$ cat config.mk
export PLATFORM = sky130hd
export DESIGN_NAME = mbe_queue
export DESIGN_NICKNAME = d
export VERILOG_FILES = /design/src/mbe_pkg.sv /design/src/mbe_queue.sv
export SDC_FILE = /design/constraint.sdc
export NUM_CORES = 1
export LEC_CHECK = 0
export BUFFER_PORTS_ARGS = -buffer_cell sky130_fd_sc_hd__buf_2
export CAP_MARGIN = 20
export CORE_ASPECT_RATIO = 0.5
export CORE_MARGIN = 3
export CORE_UTILIZATION = 42
export DETAILED_ROUTE_END_ITERATION = 8
export PLACE_DENSITY = 0.66
export SYNTH_ARGS = -nofsm -noshare
export SYNTH_HDL_FRONTEND = slang
export SYNTH_SLANG_ARGS = --single-unit
$ cat constraint.sdc
create_clock -name clk_i -period 6.1 [get_ports clk_i]
set_input_delay 0 -clock clk_i [delete_from_list [all_inputs] [get_ports clk_i]]
set_output_delay 0 -clock clk_i [all_outputs]
set_load 0.02 [all_outputs]
$ cat src/mbe_pkg.sv
// mbe_pkg: widths, disc constants and shared types of the escape-time unit
// depends on nothing; used by every other file of the block
package mbe_pkg;

  localparam int FRAC_BITS = 28;
  localparam int IN_W      = 32;
  localparam int CNT_W     = 10;

  localparam logic [CNT_W-1:0] MAX_ITER_RST = CNT_W'(300);

  // in-range z: magnitude at most 2^(FRAC_BITS+1)
  localparam int ZW    = FRAC_BITS + 3;
  localparam int MAG_W = FRAC_BITS + 2;
  localparam int SQ_W  = 2 * MAG_W;
  localparam int PR_W  = 2 * ZW;
  // freshly computed z before the range check
  localparam int NW    = ((FRAC_BITS + 3 > IN_W) ? FRAC_BITS + 3 : IN_W) + 2;
  // disc distances
  localparam int DW    = ((FRAC_BITS + 2 > IN_W) ? FRAC_BITS + 2 : IN_W) + 2;
  localparam int R2_W  = 2 * FRAC_BITS;

  localparam int NUM_DISCS = 6;
  localparam int STEP_W    = $clog2(NUM_DISCS + 1);

  localparam int QUEUE_DEPTH = 2;

  // constants rounded to nearest at FRAC_BITS fractional bits
  localparam logic [127:0] ONE_W   = 128'd1 << FRAC_BITS;
  localparam logic [127:0] CARD_XW = (128'd2 * ONE_W + 128'd10) / 128'd20;
  localparam logic [127:0] CARD_RW = (128'd12 * ONE_W + 128'd10) / 128'd20;
  localparam logic [127:0] QUARTW  = (128'd50 * ONE_W + 128'd100) / 128'd200;
  localparam logic [127:0] BULB_RW = (128'd650 * ONE_W + 128'd1000) / 128'd2000;
  localparam logic [127:0] P3_XW   = (128'd2618 * ONE_W + 128'd1000) / 128'd2000;
  localparam logic [127:0] P3_RW   = (128'd118 * ONE_W + 128'd1000) / 128'd2000;
  localparam logic [127:0] P4_XW   = (128'd27622 * ONE_W + 128'd10000) / 128'd20000;
  localparam logic [127:0] P4_RW   = (128'd26 * ONE_W + 128'd1000) / 128'd2000;

  localparam logic [127:0] CARD_R2W = CARD_RW * CARD_RW;
  localparam logic [127:0] BULB_R2W = BULB_RW * BULB_RW;
  localparam logic [127:0] QUART2W  = QUARTW * QUARTW;
  localparam logic [127:0] P3_R2W   = P3_RW * P3_RW;
  localparam logic [127:0] P4_R2W   = P4_RW * P4_RW;

  typedef enum logic [1:0] {
    SIDE_ANY,
    SIDE_NONPOS,
    SIDE_NONNEG
  } mbe_side_e;

  typedef struct packed {
    logic signed [DW-1:0] cx;
    logic signed [DW-1:0] cy;
    logic [DW-1:0]        r;
    logic [R2_W-1:0]      r2;
    mbe_side_e            side;
  } mbe_disc_t;

  typedef struct packed {
    logic signed [IN_W-1:0] c_real;
    logic signed [IN_W-1:0] c_imag;
    logic                   interior;
  } mbe_item_t;

  function automatic mbe_disc_t disc_at(input logic [STEP_W-1:0] idx);
    mbe_disc_t d;
    d = '0;
    unique case (idx)
      STEP_W'(0): begin
        d.cx   = -$signed(CARD_XW[DW-1:0]);
        d.r    = CARD_RW[DW-1:0];
        d.r2   = CARD_R2W[R2_W-1:0];
        d.side = SIDE_NONPOS;
      end
      STEP_W'(1): begin
        d.cy   = -$signed(QUARTW[DW-1:0]);
        d.r    = BULB_RW[DW-1:0];
        d.r2   = BULB_R2W[R2_W-1:0];
        d.side = SIDE_NONNEG;
      end
      STEP_W'(2): begin
        d.cy   = $signed(QUARTW[DW-1:0]);
        d.r    = BULB_RW[DW-1:0];
        d.r2   = BULB_R2W[R2_W-1:0];
        d.side = SIDE_NONNEG;
      end
      STEP_W'(3): begin
        d.cx   = -$signed(ONE_W[DW-1:0]);
        d.r    = QUARTW[DW-1:0];
        d.r2   = QUART2W[R2_W-1:0];
        d.side = SIDE_ANY;
      end
      STEP_W'(4): begin
        d.cx   = -$signed(P3_XW[DW-1:0]);
        d.r    = P3_RW[DW-1:0];
        d.r2   = P3_R2W[R2_W-1:0];
        d.side = SIDE_ANY;
      end
      STEP_W'(5): begin
        d.cx   = -$signed(P4_XW[DW-1:0]);
        d.r    = P4_RW[DW-1:0];
        d.r2   = P4_R2W[R2_W-1:0];
        d.side = SIDE_ANY;
      end
      default: begin
        // zero radius: never a hit
        d = '0;
      end
    endcase
    return d;
  endfunction

endpackage

$ cat src/mbe_queue.sv
// mbe_queue: short register queue between the disc tests and the iteration loop
// depends on mbe_pkg for the item type
module mbe_queue #(
  parameter int DEPTH = mbe_pkg::QUEUE_DEPTH
) (
  input  logic               clk_i,
  input  logic               rst_ni,
  input  logic               push_valid_i,
  output logic               push_ready_o,
  input  mbe_pkg::mbe_item_t push_item_i,
  output logic               pop_valid_o,
  input  logic               pop_ready_i,
  output mbe_pkg::mbe_item_t pop_item_o
);
  import mbe_pkg::*;

  localparam int PW = (DEPTH > 1) ? $clog2(DEPTH) : 1;
  localparam int CW = $clog2(DEPTH + 1);
  localparam logic [PW-1:0] LAST_PTR = PW'(DEPTH - 1);
  localparam logic [CW-1:0] FULL_CNT = CW'(DEPTH);

  mbe_item_t         mem_q [DEPTH];
  logic [PW-1:0]     wr_ptr_q, wr_ptr_d, rd_ptr_q, rd_ptr_d;
  logic [CW-1:0]     cnt_q, cnt_d;
  logic              do_push, do_pop;

  assign push_ready_o = (cnt_q != FULL_CNT);
  assign pop_valid_o  = (cnt_q != '0);
  assign pop_item_o   = mem_q[rd_ptr_q];
  assign do_push      = push_valid_i && push_ready_o;
  assign do_pop       = pop_valid_o && pop_ready_i;

  always_comb begin
    wr_ptr_d = wr_ptr_q;
    rd_ptr_d = rd_ptr_q;
    if (do_push) begin
      wr_ptr_d = (wr_ptr_q == LAST_PTR) ? '0 : wr_ptr_q + PW'(1);
    end
    if (do_pop) begin
      rd_ptr_d = (rd_ptr_q == LAST_PTR) ? '0 : rd_ptr_q + PW'(1);
    end
    unique case ({do_push, do_pop})
      2'b10:   cnt_d = cnt_q + CW'(1);
      2'b01:   cnt_d = cnt_q - CW'(1);
      default: cnt_d = cnt_q;
    endcase
  end

  always_ff @(posedge clk_i or negedge rst_ni) begin
    if (!rst_ni) begin
      wr_ptr_q <= '0;
      rd_ptr_q <= '0;
      cnt_q    <= '0;
    end else begin
      wr_ptr_q <= wr_ptr_d;
      rd_ptr_q <= rd_ptr_d;
      cnt_q    <= cnt_d;
    end
  end

  always_ff @(posedge clk_i) begin
    if (do_push) begin
      mem_q[wr_ptr_q] <= push_item_i;
    end
  end

endmodule

==> flow_summary.json <==
{
  "status": "completed",
  "final_core_util_pct": 62.1,
  "rrSetupSlack_ns": 4.18,
  "crit_arrival_ns": 2.17,
  "first_pass_iters": 4,
  "fin_tns_setup_ns": 0,
  "min_to": "mem_q[1][5]",
  "dpl_worst_slack_ns": 4.19,
  "rows": 27,
  "synth_top_area_share_pct": 77.3,
  "p_int_w": 0.00226,
  "leakage_nw": 2.78,
  "slew_headroom_pct": 26.7,
  "ys.flop_type": "edfxtp_1",
  "layout.nets": 507,
  "grt.total_usage_pct": 14.1,
  "cts_root_buffer": "clkbuf_16",
  "routed_wl_um": 9260,
  "antenna_found_initial": 0,
  "clock_latency_ns": 0.40,
  "power_frac_comb_pct": 31.5,
  "antenna_cells": 0,
  "multi_input_area_sq_um": 986,
  "hold_path_class": "in2reg",
  "r2r_cells": 4,
  "final.min_clock_period_ns": 2.17,
  "path_class": "reg2out",
  "cts_max_path_buffers": 2,
  "finalSetupViolCount": 0,
  "min_period_over_period_pct": 35.6,
  "clock-sinks": 134,
  "place_hpwl_um": 5770,
  "hold_violations": 0,
  "drive_above_1_share_pct": 50.4,
  "synthArstFlopShare_pct": 2.99,
  "worst_setup_path_end_kind": "primary output",
  "wl_per_cell_um": 15.3,
  "seq_power_share_pct": 43.3,
  "synth_area_leader_cell": "edfxtp_1",
  "regToRegStartpoint": "cnt_q[0]",
  "io_buffer_count": 135,
  "cts_htree_levels": 4,
  "maxCapViolations": 0,
  "grt_max_degree": 67,
  "required_ns": 6.10,
  "switching_share_pct": 31.1,
  "maxSlewViolCount": 0,
  "synth_warnings": 0,
  "dieWidth_um": 161,
  "overflow": 0,
  "p_per_area_nw_per_um2": 466,
  "r2r-end": "mem_q[0][13]",
  "synth_cell_types": 15,
  "dpl.cell_count": 508,
  "regArea_sq_um": 4010,
  "syn_nets": 289,
  "finalWorstSetupSlack_ns": 3.93,
  "cp-start-kind": "flop",
  "cts_made_buffers": 17,
  "io-pin-count": 136,
  "cts_setup_buffers": 0,
  "drc": 0,
  "switchingPower_w": 0.00102,
  "max_clock_freq_mhz": 460,
  "vdd_ir_drop_max_uv": 267,
  "hold_start": "push_item_i[5]",
  "pwr-share-clk_pct": 25.1,
  "hold_path_depth": 2,
  "synth-seq-cells": 134,
  "synthesis.area_sq_um": 5050,
  "initial_utilization_pct": 44.5,
  "crit_fanout": 66,
  "seq_area_frac_synth_pct": 79.3,
  "grt_pass1_wl_um": 14600,
  "synth_most_common_cell": "edfxtp_1",
  "cts_tree": "built",
  "synth_commonest_cells": "edfxtp_1 (130), mux2_4 (40), mux2_2 (25)",
  "synth-edff-count": 130,
  "vias_per_cell": 4.49,
  "tightest_slew_ns": 1.10,
  "area_growth_pct": 39.8,
  "avgSynthCellArea_sq_um": 23.0,
  "synthTopCellsByArea": "edfxtp_1 (77%), mux2_4 (12%), mux2_2 (5.6%)",
  "path_clk_slew_ns": 0.05,
  "fp.dieH_um": 83.5,
  "grt_pass1_vias": 3004,
  "fp.coreArea_sq_um": 11400,
  "drt_iter0_markers": 114,
  "synth_cells": 219,
  "fin_worst_skew_ns": 0.00532,
  "place.gp.congestion": 0.706,
  "die_area_sq_um": 13400,
  "nFillCells": 836,
  "ant_nets": 0,
  "total_power_w": 0.00329,
  "rsz0062_at_grt": "no",
  "route.vias.total": 2723,
  "final_cell_count_no_fill": 607
}
-- cells in the final DEF (no fill, tap or decap), types with 2 or more instances in the layout --
cell type and instances:
xnor2_1 3, mux2_4 40, clkinv_2 2, xor2_1 2
dfrtp_1 3, edfxtp_1 130, clkinv_1 5, buf_4 2
clkbuf_16 17, buf_2 135, clkbuf_1 5, dlygate4sd3_1 69
mux2_2 25
-- state kept, by name, indices dropped and copies added (netlist names) --
| register | cells |
|---|---|
| cnt_q | 2 |
| mem_q | 130 |
| rd_ptr_q | 1 |
| wr_ptr_q | 1 |
-- worst max-delay path, stage by stage (launching register included) --
cell	delay [ns]
dfrtp_4	1.11
mux2_2	0.43
buf_2	0.17
-- worst max path at each step --
stage | from | end | slack [ns] | cells past startpoint
global placement | cnt_q[0] | mem_q[0][3] | 4.27 | 4
floorplan | cnt_q[0] | mem_q[0][0] | 2.09 | 3
detailed placement | cnt_q[0] | mem_q[0][13] | 4.19 | 4
finish | rd_ptr_q | pop_item_o[53] | 3.93 | 2
global route | rd_ptr_q | pop_item_o[53] | 3.83 | 2
CTS | rd_ptr_q | pop_item_o[55] | 3.90 | 2
-- routing by layer --
layer	track usage [%]	share of wire (%)	vias up
li1	-	-	1309
met1	14.9	39	1341
met2	25.7	54	59
met3	4.26	4.7	14
met4	7.03	1.8	0
met5	0	0	-
-- kinds of logic (layout without fill, tap and decap cells) --
group	Yosys count	after routing	share of synthesized area, %
adders and majority gates	1	1	0.248
muxes	65	65	17.5
buffers and inverters	7	236	1.31
xor gates and xnor gates	5	5	0.868
DFF	134	134	79.3
and+or+nand+nor	7	7	0.769
-- power groups by stage --
| stage | clock network, W | registers [W] | logic, W |
|---|---|---|---|
| finish | 0.000827 | 0.00143 | 0.00104 |
| global route | 0.000886 | 0.00145 | 0.00110 |
| CTS | 0.000844 | 0.00143 | 0.00105 |
| detailed placement | 0 | 0.00145 | 0.00101 |
| global placement | 0 | 0.00143 | 0.000998 |
| floorplan | 0 | 0.00133 | 0.000833 |
-- final cells by class --
cell class | instances | area share [%]
Sequential cell | 134 | 56.8
Timing Repair Buffer | 206 | 19.6
Multi-Input combinational cell | 78 | 14.0
Clock buffer | 22 | 6.30
Tap cell | 159 | 2.82
Clock inverter | 8 | 0.514
-- what timing repair did --
item                       in CTS  in global routing
setup endpoints to repair       0                  0
hold buffers                   69                  0
hold endpoints to repair      136                  0
resized for setup               0                  0
-- per-stage QoR --
step,instance area (sq um),hold WS [ns]
after global routing,7050,0.320
after global placement,5880,-0.191
after CTS,7050,0.309
after floorplan,5050,-0.296
after detailed placement,5880,-0.184
final,7050,0.321
Note: power is estimated with default switching activity, not from simulation.
