`src/mbe_pkg.sv`:
```
// mbe_pkg: widths, disc constants and shared types of the escape-time unit
// depends on nothing; used by every other file of the block
package mbe_pkg;

  localparam int FRAC_BITS = 28;
  localparam int IN_W      = 32;
  localparam int CNT_W     = 10;

  localparam logic [CNT_W-1:0] MAX_ITER_RST = CNT_W'(300);

  // in-range z: magnitude at most 2^(FRAC_BITS+1)
  localparam int ZW    = FRAC_BITS + 3;
  localparam int MAG_W = FRAC_BITS + 2;
  localparam int SQ_W  = 2 * MAG_W;
  localparam int PR_W  = 2 * ZW;
  // freshly computed z before the range check
  localparam int NW    = ((FRAC_BITS + 3 > IN_W) ? FRAC_BITS + 3 : IN_W) + 2;
  // disc distances
  localparam int DW    = ((FRAC_BITS + 2 > IN_W) ? FRAC_BITS + 2 : IN_W) + 2;
  localparam int R2_W  = 2 * FRAC_BITS;

  localparam int NUM_DISCS = 6;
  localparam int STEP_W    = $clog2(NUM_DISCS + 1);

  localparam int QUEUE_DEPTH = 2;

  // constants rounded to nearest at FRAC_BITS fractional bits
  localparam logic [127:0] ONE_W   = 128'd1 << FRAC_BITS;
  localparam logic [127:0] CARD_XW = (128'd2 * ONE_W + 128'd10) / 128'd20;
  localparam logic [127:0] CARD_RW = (128'd12 * ONE_W + 128'd10) / 128'd20;
  localparam logic [127:0] QUARTW  = (128'd50 * ONE_W + 128'd100) / 128'd200;
  localparam logic [127:0] BULB_RW = (128'd650 * ONE_W + 128'd1000) / 128'd2000;
  localparam logic [127:0] P3_XW   = (128'd2618 * ONE_W + 128'd1000) / 128'd2000;
  localparam logic [127:0] P3_RW   = (128'd118 * ONE_W + 128'd1000) / 128'd2000;
  localparam logic [127:0] P4_XW   = (128'd27622 * ONE_W + 128'd10000) / 128'd20000;
  localparam logic [127:0] P4_RW   = (128'd26 * ONE_W + 128'd1000) / 128'd2000;

  localparam logic [127:0] CARD_R2W = CARD_RW * CARD_RW;
  localparam logic [127:0] BULB_R2W = BULB_RW * BULB_RW;
  localparam logic [127:0] QUART2W  = QUARTW * QUARTW;
  localparam logic [127:0] P3_R2W   = P3_RW * P3_RW;
  localparam logic [127:0] P4_R2W   = P4_RW * P4_RW;

  typedef enum logic [1:0] {
    SIDE_ANY,
    SIDE_NONPOS,
    SIDE_NONNEG
  } mbe_side_e;

  typedef struct packed {
    logic signed [DW-1:0] cx;
    logic signed [DW-1:0] cy;
    logic [DW-1:0]        r;
    logic [R2_W-1:0]      r2;
    mbe_side_e            side;
  } mbe_disc_t;

  typedef struct packed {
    logic signed [IN_W-1:0] c_real;
    logic signed [IN_W-1:0] c_imag;
    logic                   interior;
  } mbe_item_t;

  function automatic mbe_disc_t disc_at(input logic [STEP_W-1:0] idx);
    mbe_disc_t d;
    d = '0;
    unique case (idx)
      STEP_W'(0): begin
        d.cx   = -$signed(CARD_XW[DW-1:0]);
        d.r    = CARD_RW[DW-1:0];
        d.r2   = CARD_R2W[R2_W-1:0];
        d.side = SIDE_NONPOS;
      end
      STEP_W'(1): begin
        d.cy   = -$signed(QUARTW[DW-1:0]);
        d.r    = BULB_RW[DW-1:0];
        d.r2   = BULB_R2W[R2_W-1:0];
        d.side = SIDE_NONNEG;
      end
      STEP_W'(2): begin
        d.cy   = $signed(QUARTW[DW-1:0]);
        d.r    = BULB_RW[DW-1:0];
        d.r2   = BULB_R2W[R2_W-1:0];
        d.side = SIDE_NONNEG;
      end
      STEP_W'(3): begin
        d.cx   = -$signed(ONE_W[DW-1:0]);
        d.r    = QUARTW[DW-1:0];
        d.r2   = QUART2W[R2_W-1:0];
        d.side = SIDE_ANY;
      end
      STEP_W'(4): begin
        d.cx   = -$signed(P3_XW[DW-1:0]);
        d.r    = P3_RW[DW-1:0];
        d.r2   = P3_R2W[R2_W-1:0];
        d.side = SIDE_ANY;
      end
      STEP_W'(5): begin
        d.cx   = -$signed(P4_XW[DW-1:0]);
        d.r    = P4_RW[DW-1:0];
        d.r2   = P4_R2W[R2_W-1:0];
        d.side = SIDE_ANY;
      end
      default: begin
        // zero radius: never a hit
        d = '0;
      end
    endcase
    return d;
  endfunction

endpackage

```
`src/mbe_point_if.sv`:
```
// mbe_point_if: valid/ready channel carrying one point c
// depends on mbe_pkg for the field width
interface mbe_point_if;
  logic                            valid;
  logic                            ready;
  logic signed [mbe_pkg::IN_W-1:0] c_real;
  logic signed [mbe_pkg::IN_W-1:0] c_imag;

  modport source (output valid, output c_real, output c_imag, input ready);
  modport sink (input valid, input c_real, input c_imag, output ready);
endinterface

```
`src/mbe_front.sv`:
```
// mbe_front: accepts points and runs the six interior disc tests, one disc a cycle
// depends on mbe_pkg and mbe_point_if
module mbe_front (
  input  logic               clk_i,
  input  logic               rst_ni,
  mbe_point_if.sink          point_i,
  output logic               push_valid_o,
  input  logic               push_ready_i,
  output mbe_pkg::mbe_item_t push_item_o
);
  import mbe_pkg::*;

  localparam logic [STEP_W-1:0] LAST_STEP = STEP_W'(NUM_DISCS);

  logic                   busy_q, busy_d;
  logic [STEP_W-1:0]      step_q, step_d;
  logic                   hit_q, hit_d;
  logic                   eval_q, eval_d;
  logic                   gate_q, gate_d;
  logic signed [IN_W-1:0] x_q, y_q;
  logic [R2_W-1:0]        sqx_q, sqx_d, sqy_q, sqy_d, r2_q;

  logic                   accept, issue, side_ok, eval_hit, hit_all;
  mbe_disc_t              disc;
  logic signed [DW-1:0]   dx, dy;
  logic [DW-1:0]          mx, my;
  logic [FRAC_BITS-1:0]   ax, ay;
  logic [R2_W:0]          sum_sq;

  assign point_i.ready = !busy_q;
  assign accept        = point_i.valid && !busy_q;
  assign issue         = busy_q && (step_q != LAST_STEP);

  // stage one: distance to the disc centre, gated square
  always_comb begin
    disc = disc_at(step_q);
    dx   = DW'(x_q) - disc.cx;
    dy   = DW'(y_q) - disc.cy;
    mx   = dx[DW-1] ? DW'(-dx) : DW'(dx);
    my   = dy[DW-1] ? DW'(-dy) : DW'(dy);
    unique case (disc.side)
      SIDE_NONPOS: side_ok = x_q[IN_W-1] || (x_q == '0);
      SIDE_NONNEG: side_ok = !x_q[IN_W-1];
      SIDE_ANY:    side_ok = 1'b1;
      default:     side_ok = 1'b0;
    endcase
    // a distance at or past the radius is a miss, so only small values are squared
    gate_d = side_ok && (mx < disc.r) && (my < disc.r);
    ax     = mx[FRAC_BITS-1:0];
    ay     = my[FRAC_BITS-1:0];
    sqx_d  = R2_W'(ax) * R2_W'(ax);
    sqy_d  = R2_W'(ay) * R2_W'(ay);
  end

  // stage two: compare against the squared radius
  assign sum_sq   = {1'b0, sqx_q} + {1'b0, sqy_q};
  assign eval_hit = eval_q && gate_q && (sum_sq < {1'b0, r2_q});
  assign hit_all  = hit_q || eval_hit;

  assign push_valid_o         = busy_q && (step_q == LAST_STEP);
  assign push_item_o.c_real   = x_q;
  assign push_item_o.c_imag   = y_q;
  assign push_item_o.interior = hit_all;

  always_comb begin
    busy_d = busy_q;
    step_d = step_q;
    hit_d  = hit_all;
    eval_d = issue;
    if (issue) begin
      step_d = step_q + STEP_W'(1);
    end
    if (push_valid_o && push_ready_i) begin
      busy_d = 1'b0;
    end
    if (accept) begin
      busy_d = 1'b1;
      step_d = '0;
      hit_d  = 1'b0;
      eval_d = 1'b0;
    end
  end

  always_ff @(posedge clk_i or negedge rst_ni) begin
    if (!rst_ni) begin
      busy_q <= 1'b0;
      step_q <= '0;
      hit_q  <= 1'b0;
      eval_q <= 1'b0;
    end else begin
      busy_q <= busy_d;
      step_q <= step_d;
      hit_q  <= hit_d;
      eval_q <= eval_d;
    end
  end

  always_ff @(posedge clk_i) begin
    if (accept) begin
      x_q <= point_i.c_real;
      y_q <= point_i.c_imag;
    end
    if (issue) begin
      gate_q <= gate_d;
      sqx_q  <= sqx_d;
      sqy_q  <= sqy_d;
      r2_q   <= disc.r2;
    end
  end

endmodule

```
`src/flat_wrapper.sv`:
```
// flat-port wrapper written by rule: the top's interface ports become plain ports
module mbe_front_flat import mbe_pkg::*;
  (clk_i, rst_ni, push_valid_o, push_ready_i, push_item_o, point_i_valid, point_i_c_real, point_i_c_imag, point_i_ready);
  mbe_point_if point_i_i ();
  input  logic clk_i;
  input  logic rst_ni;
  output logic push_valid_o;
  input  logic push_ready_i;
  output mbe_pkg::mbe_item_t push_item_o;
  input wire logic [$bits(point_i_i.valid)-1:0] point_i_valid;
  input wire logic [$bits(point_i_i.c_real)-1:0] point_i_c_real;
  input wire logic [$bits(point_i_i.c_imag)-1:0] point_i_c_imag;
  output wire logic [$bits(point_i_i.ready)-1:0] point_i_ready;
  assign point_i_i.valid = point_i_valid;
  assign point_i_i.c_real = point_i_c_real;
  assign point_i_i.c_imag = point_i_c_imag;
  assign point_i_ready = point_i_i.ready;
  mbe_front u_core (.clk_i(clk_i), .rst_ni(rst_ni), .point_i(point_i_i), .push_valid_o(push_valid_o), .push_ready_i(push_ready_i), .push_item_o(push_item_o));
endmodule
```
`config.mk`:
```
export PLATFORM = sky130hd
export DESIGN_NAME = mbe_front_flat
export DESIGN_NICKNAME = d
export VERILOG_FILES = /design/src/mbe_pkg.sv /design/src/mbe_point_if.sv /design/src/mbe_front.sv /design/src/flat_wrapper.sv
export SDC_FILE = /design/constraint.sdc
export NUM_CORES = 2
export LEC_CHECK = 0
export BUFFER_PORTS_ARGS = -buffer_cell sky130_fd_sc_hd__buf_4
export CAP_MARGIN = 10
export CORE_UTILIZATION = 56
export DETAILED_ROUTE_END_ITERATION = 10
export MAX_ROUTING_LAYER = met4
export PLACE_DENSITY = 0.73
export SLEW_MARGIN = 5
export SYNTH_ARGS = -nofsm -noshare
export SYNTH_HDL_FRONTEND = slang
export SYNTH_SLANG_ARGS = --single-unit
```
`constraint.sdc`:
```
create_clock -name clk_i -period 15.5 [get_ports clk_i]
set_clock_uncertainty 0.1 [all_clocks]
set_input_delay 2.325 -clock clk_i [delete_from_list [all_inputs] [get_ports clk_i]]
set_output_delay 2.325 -clock clk_i [all_outputs]
set_load 0.03 [all_outputs]
```
==> flow_metrics.env <==
export IMPL_status="finished clean"
export IMPL_synth_distinct_cells=96
export IMPL_dp_cells=7508
export IMPL_hold_buffers=0
export IMPL_maxCapViolCount=0
export IMPL_hold_end="u_core.busy_q"
export IMPL_ctsLongestPathBuffers=2
export IMPL_routedWlPerCell_um=20.88
export IMPL_cts_root_buf="clkbuf_16"
export IMPL_setup_tns_ns=0
export IMPL_final_common_cell="inv_1"
export IMPL_required_ns=15.65
export IMPL_r2r_end="u_core.sqx_q[54]"
export IMPL_clock_sinks=194
export IMPL_cts_repair_resized=0
export IMPL_cts_buffers=17
export IMPL_ff2ff_path_depth=42
export IMPL_slew_headroom_pct=16.22
export IMPL_crit_path_start_kind="flop"
export IMPL_die_x_um=321.8
export IMPL_port_buffers=134
export IMPL_async_flop_share_pct=3.093
export IMPL_rrSetupSlack_ns=2.16
export IMPL_grt_pass1_vias=45600
export IMPL_initial_core_util_pct=56.86
export IMPL_cts_htree_levels=4
export IMPL_wl_um=157500
export IMPL_min_from="u_core.busy_q"
export IMPL_synthCells=6093
export IMPL_whs_path_depth=2
export IMPL_post_cts_buffers=0
export IMPL_vias=42960
export IMPL_cp_slowest_cell="xnor2_2"
export IMPL_path_buf_inv=9
export IMPL_die_h_um=321.8
export IMPL_hold_class="reg2reg"
export IMPL_grt_overflow_total=0
export IMPL_rsz0062_at_grt="no"
export IMPL_path_clk_slew_ns=0.09
export IMPL_layout_min_cycle_time_ns=13.34
export IMPL_dp_hpwl_um=128900
export IMPL_ios=135
export IMPL_antenna_found_initial=2
export IMPL_worstSetupPathType="reg2reg"
export IMPL_grt_max_degree=67
export IMPL_area_growth_syn_to_layout_pct=6.014
export IMPL_end_kind="flop"
export IMPL_setup_viol=0
export IMPL_dr_pass1_iters=8
export IMPL_avgSynthCellArea_um2=9.400
export IMPL_drv_slew=0
export IMPL_avgViaCountPerCell=5.696
export IMPL_final_cell_mix="inv_1, fa_1, ha_1"
export IMPL_yosysWarnings=0
export IMPL_final_core_util_pct=60.28
export IMPL_grt_pass1_wl_um=249500
export IMPL_grt_use_total_pct=32.73
export IMPL_cpPeakStageDelay_ns=0.89
export IMPL_crit_family="adder cells"
export IMPL_clkLatencyLatePin_ns=0.51
export IMPL_rows=116
export IMPL_ant_nets=0
export IMPL_netlist_area_um2=57270
export IMPL_worstMarginPinSlew_ns=1.244
export IMPL_hold_violations=0
export IMPL_ys_flop_type="edfxtp_1"
export IMPL_arrival_ns=13.49
export IMPL_instances_no_fill=7541
export IMPL_design_core_area_um2=100700
export IMPL_post_route_period_util_pct=86.04
export IMPL_fmax_mhz=74.98
export IMPL_synth_nets=7987
export IMPL_die_area_um2=103600
export IMPL_drive_above_1_share_pct=5.337
export IMPL_yosysSeqAreaShare_pct=10.12
export IMPL_synth_seq_cells=194
export IMPL_fin_nets=8064
export IMPL_tritoncts="done"
export IMPL_timing_rr_start="u_core.step_q[0]"
export IMPL_routabilityCongestion=1.046
export IMPL_route_detailed_drc=0
export IMPL_synth_edff_count=188
export IMPL_worstPathMaxFanout=23
export IMPL_drtIter0Drc=3378
==> kinds of logic (layout without fill, tap and decap cells) <==
| group | count (synthesis) | in the layout | synth area share [%] |
|---|---|---|---|
| buf+inv | 1761 | 1851 | 11.61 |
| compound gates | 703 | 703 | 8.236 |
| xor+xnor | 230 | 230 | 3.613 |
| simple gates | 1367 | 1367 | 10.47 |
| other cells | 0 | 1 | 0 |
| mux | 12 | 12 | 0.2163 |
| fa+ha+maj | 1826 | 1826 | 55.74 |
| flops | 194 | 194 | 10.12 |
==> sequential cells by signal, summed over array words and instances (netlist names) <==
| register | count |
|---|---|
| u_core.gate_q | 1 |
| u_core.x_q | 32 |
| u_core.eval_q | 1 |
| u_core.hit_q | 1 |
| u_core.step_q | 3 |
| u_core.sqx_q | 55 |
| u_core.busy_q | 1 |
| u_core.r2_q | 13 |
| u_core.y_q | 32 |
| u_core.sqy_q | 55 |
==> worst max-delay path by stage <==
stage                           startpoint               end  slack (ns)  depth (start not counted)
after floorplan           u_core.step_q[0]  u_core.sqx_q[55]        4.54                         45
after global placement    u_core.step_q[0]  u_core.sqx_q[55]        2.70                         44
after detailed placement  u_core.step_q[0]  u_core.sqx_q[55]        2.38                         41
after CTS                 u_core.step_q[0]  u_core.sqx_q[54]        2.36                         42
after global routing      u_core.step_q[0]  u_core.sqx_q[54]        1.45                         42
final                     u_core.step_q[0]  u_core.sqx_q[54]        2.16                         42
==> per-stage QoR <==
step / hold WS (ns) / setup slack [ns] / area, um^2
after floorplan: 0.3738 / 4.541 / 57270
after global placement: 0.4418 / 2.703 / 60050
after detailed placement: 0.4541 / 2.378 / 60050
after CTS: 0.4753 / 2.355 / 60720
after global routing: 0.5270 / 1.453 / 60720
final: 0.4769 / 2.163 / 60720
==> cell usage after synthesis (all sizes together) (34+ instances only) <==
master | instances | share of area [%]
ha | 617 | 13
clkbuf | 121 | 0.79
nor2 | 523 | 3.4
xnor2 | 151 | 2.4
edfxtp | 188 | 9.9
nor2b | 38 | 0.42
fa | 1209 | 42
inv | 1594 | 10
o21a | 37 | 0.48
nand2b | 34 | 0.37
nand3 | 51 | 0.45
nand2 | 502 | 3.3
a21oi | 178 | 1.6
o21ai | 117 | 1.0
nor3 | 51 | 0.48
a21o | 143 | 1.9
xor2 | 78 | 1.2
==> tightest hold or removal path: cells and delay by family, from the launching register on <==
family | cells | cell delay [ns]
DFF | 1 | 0.40
and+or+nand+nor | 1 | 0.09
AOI/OAI and AO/OA | 1 | 0.05
==> metal layers <==
metal	part of all wire, %	vias up	track usage, %	wire [um]
met5	0	-	-	0
met4	5.2	0	14.06	8183
met3	10	518	6.747	16030
met2	46	2089	50.79	72490
met1	39	21430	41.71	60770
li1	-	18920	-	-
==> area by class of cell <==
type	count	area (um^2)
multi-input cells	4138	44930
fillers	8586	40010
inverters	1608	6038
flip-flops and latches	194	5796
well taps	1357	1698
repair buffers	211	1584
clock buffers	17	425.4
clock inverters	15	241.5
diodes	1	2.502
Power is left out: the tool's default activity adds up to more than one toggle a clock period on the data nets, which glitch-free logic cannot reach.
